`config.mk`:
```
export PLATFORM = sky130hd
export DESIGN_NAME = artdmx_packet_framer
export DESIGN_NICKNAME = d
export VERILOG_FILES = /design/src/hw/rtl/afr_pkg.sv /design/src/hw/rtl/artdmx_packet_framer.sv /design/src/hw/rtl/afr_frame_ctrl.sv /design/src/hw/rtl/afr_byte_emitter.sv
export SDC_FILE = /design/constraint.sdc
export NUM_CORES = 1
export LEC_CHECK = 0
export BUFFER_PORTS_ARGS = -buffer_cell sky130_fd_sc_hd__clkbuf_2
export CAP_MARGIN = 20
export CORE_AREA = 2 2 176 178
export CTS_CLUSTER_DIAMETER = 50
export CTS_CLUSTER_SIZE = 28
export DETAILED_ROUTE_END_ITERATION = 16
export DIE_AREA = 0 0 178 180
export HOLD_SLACK_MARGIN = 0.15
export PLACE_DENSITY = 0.54
export SYNTH_ARGS = -nofsm -noshare
export SYNTH_HDL_FRONTEND = slang
export SYNTH_SLANG_ARGS = --single-unit
```
`constraint.sdc`:
```
create_clock -name clk -period 5.2 [get_ports clk]
set_input_delay 0.52 -clock clk [delete_from_list [all_inputs] [get_ports clk]]
set_output_delay 0.52 -clock clk [all_outputs]
set_load 0.05 [all_outputs]
```
`src/hw/rtl/afr_pkg.sv`:
```
`default_nettype none
package afr_pkg;

	localparam int HEADER_BYTES = 18;

	// Item operation codes.
	localparam logic OP_TICK  = 1'b0;
	localparam logic OP_LEVEL = 1'b1;

	// Configuration register indexes.
	localparam logic [1:0] CFG_UNIVERSE      = 2'd0;
	localparam logic [1:0] CFG_CHANNEL_COUNT = 2'd1;
	localparam logic [1:0] CFG_SEND_INTERVAL = 2'd2;

	// Fixed header content.
	localparam logic [7:0] ARTNET_ID [0:7] = '{8'h41, 8'h72, 8'h74, 8'h2D,
		8'h4E, 8'h65, 8'h74, 8'h00};
	localparam logic [15:0] OPCODE_DMX = 16'h5000;
	localparam logic [15:0] PROT_VER   = 16'h000E;

	// Byte positions inside one job: the header, then the data byte, then the pad.
	localparam logic [4:0] IDX_ID_FIRST = 5'd0;
	localparam logic [4:0] IDX_ID_LAST  = 5'd7;
	localparam logic [4:0] IDX_OP_LO    = 5'd8;
	localparam logic [4:0] IDX_OP_HI    = 5'd9;
	localparam logic [4:0] IDX_VER_HI   = 5'd10;
	localparam logic [4:0] IDX_VER_LO   = 5'd11;
	localparam logic [4:0] IDX_SEQ      = 5'd12;
	localparam logic [4:0] IDX_PHYS     = 5'd13;
	localparam logic [4:0] IDX_UNI_LO   = 5'd14;
	localparam logic [4:0] IDX_UNI_HI   = 5'd15;
	localparam logic [4:0] IDX_LEN_HI   = 5'd16;
	localparam logic [4:0] IDX_LEN_LO   = 5'd17;
	localparam logic [4:0] IDX_DATA     = 5'(HEADER_BYTES);
	localparam logic [4:0] IDX_PAD      = 5'(HEADER_BYTES + 1);

	typedef struct packed {
		logic        header;
		logic [7:0]  seq;
		logic [14:0] universe;
		logic [9:0]  len;
		logic [7:0]  data;
		logic        data_last;
		logic        pad;
	} afr_job_t;

endpackage
`default_nettype wire

```
`src/hw/rtl/artdmx_packet_framer.sv`:
```
`default_nettype none
// ArtDmx packet framer. Items arrive as millisecond ticks or channel levels
// (signed Q8.8) and each level of a frame that is sent becomes one DMX byte;
// levels of a frame that is not sent are dropped. A sent frame's first level
// produces the 18-byte ArtDmx header followed by that channel's byte, and the
// last level of a frame of odd length adds a pad byte; while the byte emitter
// works through a job, in_stall is high. Other sent levels give one byte each,
// and ticks give none. The output beat is registered, so a new item is taken
// while a result still waits. Configuration takes effect at the next frame;
// cfg_ready is always high.
module artdmx_packet_framer #(
	parameter int MAX_CHANNELS = 512
) (
	input  wire               clk,
	input  wire               arst_n,
	input  wire               cfg_valid,
	output logic              cfg_ready,
	input  wire  [1:0]        cfg_index,
	input  wire  [15:0]       cfg_data,
	input  wire               in_valid,
	output logic              in_stall,
	input  wire               operation,
	input  wire signed [15:0] level,
	output logic              out_valid,
	input  wire               out_stall,
	output logic [7:0]        packet_byte,
	output logic              last_byte
);
	import afr_pkg::*;

	logic     take;
	logic     push;
	logic     busy;
	afr_job_t job;

	assign cfg_ready = 1'b1;
	assign in_stall  = busy;
	assign take      = in_valid && !busy;

	afr_frame_ctrl #(
		.MAX_CHANNELS(MAX_CHANNELS)
	) u_ctrl (
		.clk      (clk),
		.arst_n   (arst_n),
		.cfg_valid(cfg_valid),
		.cfg_index(cfg_index),
		.cfg_data (cfg_data),
		.take     (take),
		.operation(operation),
		.level    (level),
		.push     (push),
		.job      (job)
	);

	afr_byte_emitter u_emit (
		.clk        (clk),
		.arst_n     (arst_n),
		.push       (push),
		.job        (job),
		.busy       (busy),
		.out_valid  (out_valid),
		.out_stall  (out_stall),
		.packet_byte(packet_byte),
		.last_byte  (last_byte)
	);

endmodule
`default_nettype wire

```
`src/hw/rtl/afr_frame_ctrl.sv`:
```
`default_nettype none
module afr_frame_ctrl #(
	parameter int MAX_CHANNELS = 512
) (
	input  wire              clk,
	input  wire              arst_n,
	input  wire              cfg_valid,
	input  wire  [1:0]       cfg_index,
	input  wire  [15:0]      cfg_data,
	input  wire              take,
	input  wire              operation,
	input  wire signed [15:0] level,
	output logic             push,
	output afr_pkg::afr_job_t job
);
	import afr_pkg::*;

	logic [14:0] universe_q;
	logic [9:0]  channel_count_q;
	logic [15:0] send_interval_q;
	logic [15:0] ticks_q;
	logic        first_q;
	logic [7:0]  seq_q;
	logic [9:0]  chan_idx_q;
	logic        sending_q;
	logic [9:0]  frame_len_q;

	logic [9:0]  eff_count;
	logic        start;
	logic [9:0]  flen;
	logic        sending;
	logic        last;
	logic        pad;
	logic [7:0]  seq_inc;
	logic [7:0]  seq_next;
	logic [23:0] prod;
	logic [7:0]  dmx_byte;

	always_comb begin
		eff_count = channel_count_q;
		if (channel_count_q == 10'd0)
			eff_count = 10'd1;
		else if (channel_count_q > 10'(MAX_CHANNELS))
			eff_count = 10'(MAX_CHANNELS);
	end

	// Level times 255, rounded: negative levels give zero, large ones saturate.
	always_comb begin
		prod = 24'(level[14:0]) * 24'd255 + 24'd128;
		if (level[15])
			dmx_byte = 8'd0;
		else if (prod[23:16] != 8'd0)
			dmx_byte = 8'hFF;
		else
			dmx_byte = prod[15:8];
	end

	always_comb begin
		start    = (chan_idx_q == 10'd0);
		flen     = start ? eff_count : frame_len_q;
		sending  = start ? (first_q || ticks_q >= send_interval_q) : sending_q;
		last     = ({1'b0, chan_idx_q} + 11'd1) >= {1'b0, flen};
		pad      = last && flen[0];
		seq_inc  = seq_q + 8'd1;
		seq_next = (seq_inc == 8'd0) ? 8'd1 : seq_inc;
	end

	assign push = take && (operation == OP_LEVEL) && sending;

	always_comb begin
		job.header    = start;
		job.seq       = seq_next;
		job.universe  = universe_q;
		job.len       = flen + {9'd0, flen[0]};
		job.data      = dmx_byte;
		job.data_last = last && !pad;
		job.pad       = pad;
	end

	always_ff @(posedge clk or negedge arst_n) begin
		if (!arst_n) begin
			universe_q      <= 15'd0;
			channel_count_q <= 10'd3;
			send_interval_q <= 16'd23;
		end else if (cfg_valid) begin
			unique case (cfg_index)
				CFG_UNIVERSE:      universe_q      <= cfg_data[14:0];
				CFG_CHANNEL_COUNT: channel_count_q <= cfg_data[9:0];
				CFG_SEND_INTERVAL: send_interval_q <= cfg_data;
				default: ;
			endcase
		end
	end

	always_ff @(posedge clk or negedge arst_n) begin
		if (!arst_n) begin
			ticks_q     <= 16'd0;
			first_q     <= 1'b1;
			seq_q       <= 8'd0;
			chan_idx_q  <= 10'd0;
			sending_q   <= 1'b0;
			frame_len_q <= 10'd0;
		end else if (take) begin
			if (operation == OP_TICK) begin
				if (ticks_q != 16'hFFFF)
					ticks_q <= ticks_q + 16'd1;
			end else begin
				if (start) begin
					frame_len_q <= eff_count;
					if (sending) begin
						seq_q   <= seq_next;
						ticks_q <= 16'd0;
						first_q <= 1'b0;
					end
				end
				if (last) begin
					chan_idx_q <= 10'd0;
					sending_q  <= 1'b0;
				end else begin
					chan_idx_q <= chan_idx_q + 10'd1;
					sending_q  <= sending;
				end
			end
		end
	end

	a_idx_in_frame: assert property (@(posedge clk) disable iff (!arst_n)
		chan_idx_q != 10'd0 |-> chan_idx_q < frame_len_q)
		else $error("channel index beyond latched frame length");

	a_seq_nonzero: assert property (@(posedge clk) disable iff (!arst_n)
		!first_q |-> seq_q != 8'd0)
		else $error("sequence number zero after a packet was sent");

endmodule
`default_nettype wire

```
`src/hw/rtl/afr_byte_emitter.sv`:
```
`default_nettype none
module afr_byte_emitter (
	input  wire              clk,
	input  wire              arst_n,
	input  wire              push,
	input  afr_pkg::afr_job_t job,
	output logic             busy,
	output logic             out_valid,
	input  wire              out_stall,
	output logic [7:0]       packet_byte,
	output logic             last_byte
);
	import afr_pkg::*;

	afr_job_t   job_q;
	logic       job_valid_q;
	logic [4:0] idx_q;
	logic       out_valid_q;
	logic [7:0] byte_q;
	logic       last_q;

	logic       out_load;
	logic [4:0] final_idx;
	logic       job_done;
	logic [7:0] sel_byte;
	logic       sel_last;

	assign out_load  = job_valid_q && (!out_valid_q || !out_stall);
	assign final_idx = job_q.pad ? IDX_PAD : IDX_DATA;
	assign job_done  = out_load && (idx_q == final_idx);
	// The next job may enter in the cycle that the current one hands over its final beat.
	assign busy      = job_valid_q && !job_done;

	always_comb begin
		sel_byte = 8'd0;
		case (idx_q) inside
			[IDX_ID_FIRST:IDX_ID_LAST]: sel_byte = ARTNET_ID[idx_q[2:0]];
			IDX_OP_LO:  sel_byte = OPCODE_DMX[7:0];
			IDX_OP_HI:  sel_byte = OPCODE_DMX[15:8];
			IDX_VER_HI: sel_byte = PROT_VER[15:8];
			IDX_VER_LO: sel_byte = PROT_VER[7:0];
			IDX_SEQ:    sel_byte = job_q.seq;
			IDX_PHYS:   sel_byte = 8'd0;
			IDX_UNI_LO: sel_byte = job_q.universe[7:0];
			IDX_UNI_HI: sel_byte = {1'b0, job_q.universe[14:8]};
			IDX_LEN_HI: sel_byte = {6'd0, job_q.len[9:8]};
			IDX_LEN_LO: sel_byte = job_q.len[7:0];
			IDX_DATA:   sel_byte = job_q.data;
			default:    sel_byte = 8'd0;
		endcase
		sel_last = (idx_q == IDX_DATA) ? job_q.data_last : (idx_q == IDX_PAD);
	end

	always_ff @(posedge clk) begin
		if (push)
			job_q <= job;
		if (out_load) begin
			byte_q <= sel_byte;
			last_q <= sel_last;
		end
	end

	always_ff @(posedge clk or negedge arst_n) begin
		if (!arst_n) begin
			job_valid_q <= 1'b0;
			idx_q       <= 5'd0;
			out_valid_q <= 1'b0;
		end else begin
			if (push) begin
				job_valid_q <= 1'b1;
				idx_q       <= job.header ? IDX_ID_FIRST : IDX_DATA;
			end else if (job_done) begin
				job_valid_q <= 1'b0;
			end else if (out_load) begin
				idx_q <= idx_q + 5'd1;
			end
			if (out_load)
				out_valid_q <= 1'b1;
			else if (!out_stall)
				out_valid_q <= 1'b0;
		end
	end

	assign out_valid   = out_valid_q;
	assign packet_byte = byte_q;
	assign last_byte   = last_q;

	a_push_when_free: assert property (@(posedge clk) disable iff (!arst_n)
		push |-> !busy)
		else $error("job pushed while the emitter is still busy");

	a_header_starts: assert property (@(posedge clk) disable iff (!arst_n)
		push && job.header |=> job_valid_q && idx_q == IDX_ID_FIRST)
		else $error("header job did not start at the first header byte");

	a_idx_bound: assert property (@(posedge clk) disable iff (!arst_n)
		job_valid_q |-> idx_q <= final_idx)
		else $error("byte position ran past the end of the job");

endmodule
`default_nettype wire
```
After elaboration in Yosys (flattened, before gate mapping)
Memory sizes are Yosys's and may differ from the RTL's.
Cells that the tools add are included.
Cells by class
  bitwise logic cells: 1
  eq/ne operators: 20
  reductions and logical operators: 31
  multipliers: 1
  multiplexer cells: 36
  divide/modulo/power cells: 0
  magnitude comparators: 6
  shift-type cells: 0
  add/sub/neg operators: 7
Operators by type and width (count)
  $mux W8: 16
  $mux W16: 4
  $eq A5 B4 Y1 const B: 8
  $mux W10: 4
  $add A23 B8 Y24 const B: 1
  $mul A15 B8 Y23 const B: 1
  $eq A5 B5 Y1 const B: 4
  $logic_not A10 Y1: 2
  $mux W5: 4
  $add A16 B1 Y16 const B: 1
  $ge A16 B16 Y1: 1
  $ne A16 B16 Y1 const B: 1
  $add A10 B1 Y11 const B: 1
  $ge A11 B10 Y1: 1
  $add A10 B1 Y10: 1
  $add A10 B1 Y10 const B: 1
  $gt A10 B10 Y1 const B: 1
  $reduce_and A2 Y1: 5
  $logic_and A1 B1 Y1: 9
  $add A8 B1 Y8 const B: 1
  $logic_not A8 Y1: 1
  $mux W1: 8
  $reduce_and A4 Y1: 2
  $reduce_bool A8 Y1: 1
  14 further kinds: 23
Word-level totals
  input bits: 40
  word-level logic and storage cells: 123
  ROM bits: 64
  memories: 1
  bits in latches: 0
  flip-flop bits (word level): 146
  memory bits (writable): 0
  output and inout bits: 12
Memory list
  (no name shown): words 8, bits a word 8, rd ports 1, clocked after memory_dff 0, write ports 0, line afr_byte_emitter.sv:37  | [IDX_ID_FIRST:IDX_ID_LAST]: sel_byte = ARTNET_ID[idx_q[2:0]];

Depth between registers and ports, before layout
  depth after elaboration: 13
  mapped depth: 18
  depth with buffers taken out: 18

By module
Synthesis repeated with hierarchy kept, for this count alone.
Second synthesis, totals
  cell total of the unflattened synthesis: 1045
  area, all modules: 10759.1 um^2
By module, submodules not included
  afr_frame_ctrl: times used 1, area each 8023.9 um^2, cells each 832
  afr_byte_emitter: times used 1, area each 2710.1 um^2, cells each 210
  artdmx_packet_framer: times used 1, area each 25.0 um^2, cells each 3

Least setup slack after synthesis
Ideal clock, no wire load.
  path kind: input-to-reg
  start: input port level[5]
  end: register u_emit.job_q[8] (netlist bit), data pin
  setup time: 270 ps
  required time: 4930 ps
  buffers on the path: 0
  stages on the path: 17
  data arrival time: 4845 ps
  path slack: 85 ps
  cell sequence: inv_1 fa_1 inv_1 fa_1 fa_1 inv_1 fa_1 inv_1 ha_1 a211oi_1 o21ai_0 a21o_1 a221oi_1 xor2_1 nand4_1 nor4_4 a21oi_1
On the way
  cells in the longest elaborated chain, start to end: 4
Ends and longest elaborated chain
  start: declaration: line artdmx_packet_framer.sv:23  | input wire signed [15:0] level,
  $mul A15 B8 Y23 (*): line afr_frame_ctrl.sv:49  | prod = 24'(level[14:0]) * 24'd255 + 24'd128;
  $add A23 B8 Y24 (*): line afr_frame_ctrl.sv:49
  $reduce_bool A8 Y1: line afr_frame_ctrl.sv:52  | else if (prod[23:16] != 8'd0)
  $mux W8 (*): line afr_frame_ctrl.sv:52
  end signal: assignment: line afr_byte_emitter.sv:56  | job_q <= job;
  end: declaration: line afr_byte_emitter.sv:15  | afr_job_t job_q;
Every way passes the cells marked *; elsewhere a longest branch is shown, timed or not.
A chain may end at the register's enable or synchronous reset.

Final worst setup path
Same ends and word-level chain as after synthesis.

==> results.toml <==
[outcome]
status = "completed"

[cells_and_area]
area_delta_synth_final_pct = 14.2
stdcell_count = 1463
final_cell_mix = "134 x inv_1, 93 x ha_1, 87 x dfrtp_1"
final_common_cell = "inv_1"
drive_above_1_share_pct = 17.6
final_nets = 1250
antennaDiodeCount = 0

[drt]
dr.pass1.iters = 6
avgViaCountPerCell = 4.78
postRouteAntennaNets = 0
vias = 6987
drc = 0
first_iter_violations = 482
drt-total-wl_um = 21300
wire_per_inst_um = 14.5

[sta]
max_slew_margin_pct = 42.4
fin_skew_ns = 0.00881
period_share_pct = 93.1
hold_violations = 0
worstMarginPinSlew_ns = 0.861
final.setup.tns_ns = 0
finalCriticalPeriod_ns = 4.84
slew_viol_final = 0
fmax_ghz = 0.207
rsz0062_at_grt = "false"
setup_viol_count_final = 0

[die]
chipWidth_um = 178
die_h_um = 180
rows = 64
start_util_pct = 34.5
io_pins = 52
coreArea_mm2 = 0.0302
die-area_mm2 = 0.0320

[power_and_ir_drop]
peakVddDrop_mv = 0.298
p_per_area_mw_per_mm2 = 513
leakagePower_nw = 5.55

[clocking]
clk_pin_slew_worst_paths_ns = 0.06
hold_buffers = 1
clock_path_buffers = 2
clock_sinks = 145
cts_made_buffers = 17
cts_resized = 0
clock_latency_ns = 0.41
cts-root-buf = "clkbuf_16"
cts_tree = "done"
htree_num_levels = 4
cts_setup_buffers = 0

[yosys]
syn_inst = 980
async_flop_share_pct = 64.8
synth_largest_area_cell = "dfrtp_1"
synth_top_area_share_pct = 20.9
syn_nets = 1176
seq_area_frac_synth_pct = 37.4
synth.distinct_cells = 67
synth_top_cells_by_area = "dfrtp_1 21%, edfxtp_1 15%, fa_1 12%"
avgSynthCellArea_um2 = 10.6
yosysWarnings = 0
ys_ff_latch = 145
post_synth_instance_area_mm2 = 0.0104
synth_edf_count = 51
synth_top_flop_cell = "dfrtp_1"

[place]
gp_congestion = 0.804
dp.cells = 1430
io_buffers = 50
place_hpwl_um = 16900

[setup_path]
crit_type = "input port to flip-flop"
path_cells = "clkbuf_2, inv_1, fa_1, inv_1, fa_1, fa_1, inv_1, fa_1, inv_1, ha_1, a211oi_1, o211ai_1, a21oi_1, o21ai_1, a221oi_1, xnor2_1, nor4_4, buf_4, a21oi_1"
start_kind = "input port"
cp-startpoint = "level[5]"
slowest_stage = "fa_1"
cp-end-kind = "flip-flop"
cpPeakStageDelay_ns = 0.56
cp_data_required_time_ns = 5.36
worstReg2RegStart = "u_emit.idx_q[2]"
crit_arrival_ns = 5.00
path_max_fanout = 8

[run]
max_cap_violations = 0

[hold_path]
min_path_type = "input port to flip-flop"
min_from = "cfg_data[15]"

[global_route]
antenna_found_initial = 1
gr-total-overflow = 0
grt_max_degree = 55
grt_usage_pct = 13.9
grt_pass1_wl_um = 35700
grt_pass1_vias = 7186
[logic make-up (layout without fill, tap and decap cells)]
family,Yosys count,count (layout),synth area share [%]
buffers and inverters,161,248,5.96
and+or+nand+nor,233,233,11.6
muxes,59,59,6.30
other,1,1,0.0360
adders and majority gates,156,156,23.3
xor gates and xnor gates,60,60,5.05
AOI/OAI and AO/OA,165,165,10.4
DFF,145,145,37.4
[critical path: cells and delay by family]
| kind | cells | cell delay [ns] |
|---|---|---|
| fa+ha+maj | 5 | 2.43 |
| compound gates | 6 | 1.11 |
| buf+inv | 6 | 0.50 |
| simple gates | 1 | 0.27 |
| xor+xnor | 1 | 0.15 |
[routing by layer]
metal	global-route usage (%)	vias up	part of all wire, %
met5	0	-	0.052
met3	2.24	21	2.4
met4	3.41	2	1.4
li1	-	3496	-
met2	23.1	92	47
met1	18.9	3376	49
[where the power goes]
part	leakage [nW]	internal (mW)	total, mW	switching, mW
Clock	0.297	0.756	1.23	0.476
Sequential	1.66	1.36	1.49	0.123
Combinational	3.60	1.53	3.39	1.86
Total	5.55	3.65	6.10	2.45
[cells in the mapped netlist, types with 3 or more instances]
cell      instances
a21oi_1          44
nor3b_1           4
ha_1             93
and2_1            8
nand2_1          51
nor3_1           16
o21a_1            4
a221oi_1          5
nand4_1          11
o21ai_0          34
fa_1             63
o21ai_1           3
a22o_1            4
dfstp_2           7
a31oi_1           4
buf_1             3
a211o_1           4
o22ai_1           6
inv_1           134
mux2_2           52
a22oi_1          14
edfxtp_1         51
a211oi_1          4
and3_1           11
a21o_1           18
clkbuf_1         18
o211ai_1          5
nand3b_1          5
or3_1             6
or2_2             4
xnor2_1          28
nor2b_1          13
nand3_1          18
and4_1            3
mux2i_1           7
dfrtp_1          87
buf_2             4
o21bai_1          3
nand2b_1          9
nor2_1           58
xor2_1           32
nor2_2            3
[path summary, 6_finish.rpt]
kind | end | depth (start not counted) | slack (ns)
hold / removal | u_ctrl.send_interval_q[15] | 2 | 0.36
hold reg to reg | u_emit.job_q[34] | 0 | 0.45
max in group asynchronous | u_emit.idx_q[0] | 3 | 3.45
min in group asynchronous | u_ctrl.ticks_q[3] | 2 | 0.62
setup / recovery | u_emit.job_q[8] | 19 | 0.36
setup reg to reg | u_emit.job_q[1] | 9 | 1.27
[metrics by stage]
stage / power (mW) / hold WS, ns / setup WS (ns) / area [um^2] / utilization, %
after floorplan: 3.94 / 0.224 / 0.0846 / 10400 / -
after global placement: 4.91 / 0.433 / -0.0295 / 11300 / 37.3
after detailed placement: 4.91 / 0.440 / -0.0617 / 11300 / 37.4
after CTS: 6.17 / 0.348 / 0.365 / 11900 / 39.4
after global routing: 6.69 / 0.359 / 0.0980 / 11900 / 39.4
final: 6.10 / 0.357 / 0.358 / 11900 / 39.4
[sequential cells by signal (all words and copies together), names as in the netlist]
register	count
u_emit.packet_byte	8
u_emit.job_valid_q	1
u_emit.last_byte	1
u_ctrl.sending_q	1
u_emit.out_valid	1
u_ctrl.channel_count_q	10
u_emit.idx_q	5
u_emit.job_q	42
u_ctrl.seq_q	8
u_ctrl.ticks_q	16
u_ctrl.frame_len_q	10
u_ctrl.first_q	1
u_ctrl.chan_idx_q	10
u_ctrl.send_interval_q	16
u_ctrl.universe_q	15
[area by class of cell]
cell class | instances | area, um^2
clock buffers | 21 | 475
clock inverters | 11 | 124
fillers | 2993 | 18300
inverters | 134 | 503
multi-input cells | 674 | 5900
flip-flops and latches | 145 | 3890
well taps | 396 | 495
repair buffers | 82 | 499
No activity file was read; power rests on OpenSTA's default activity.
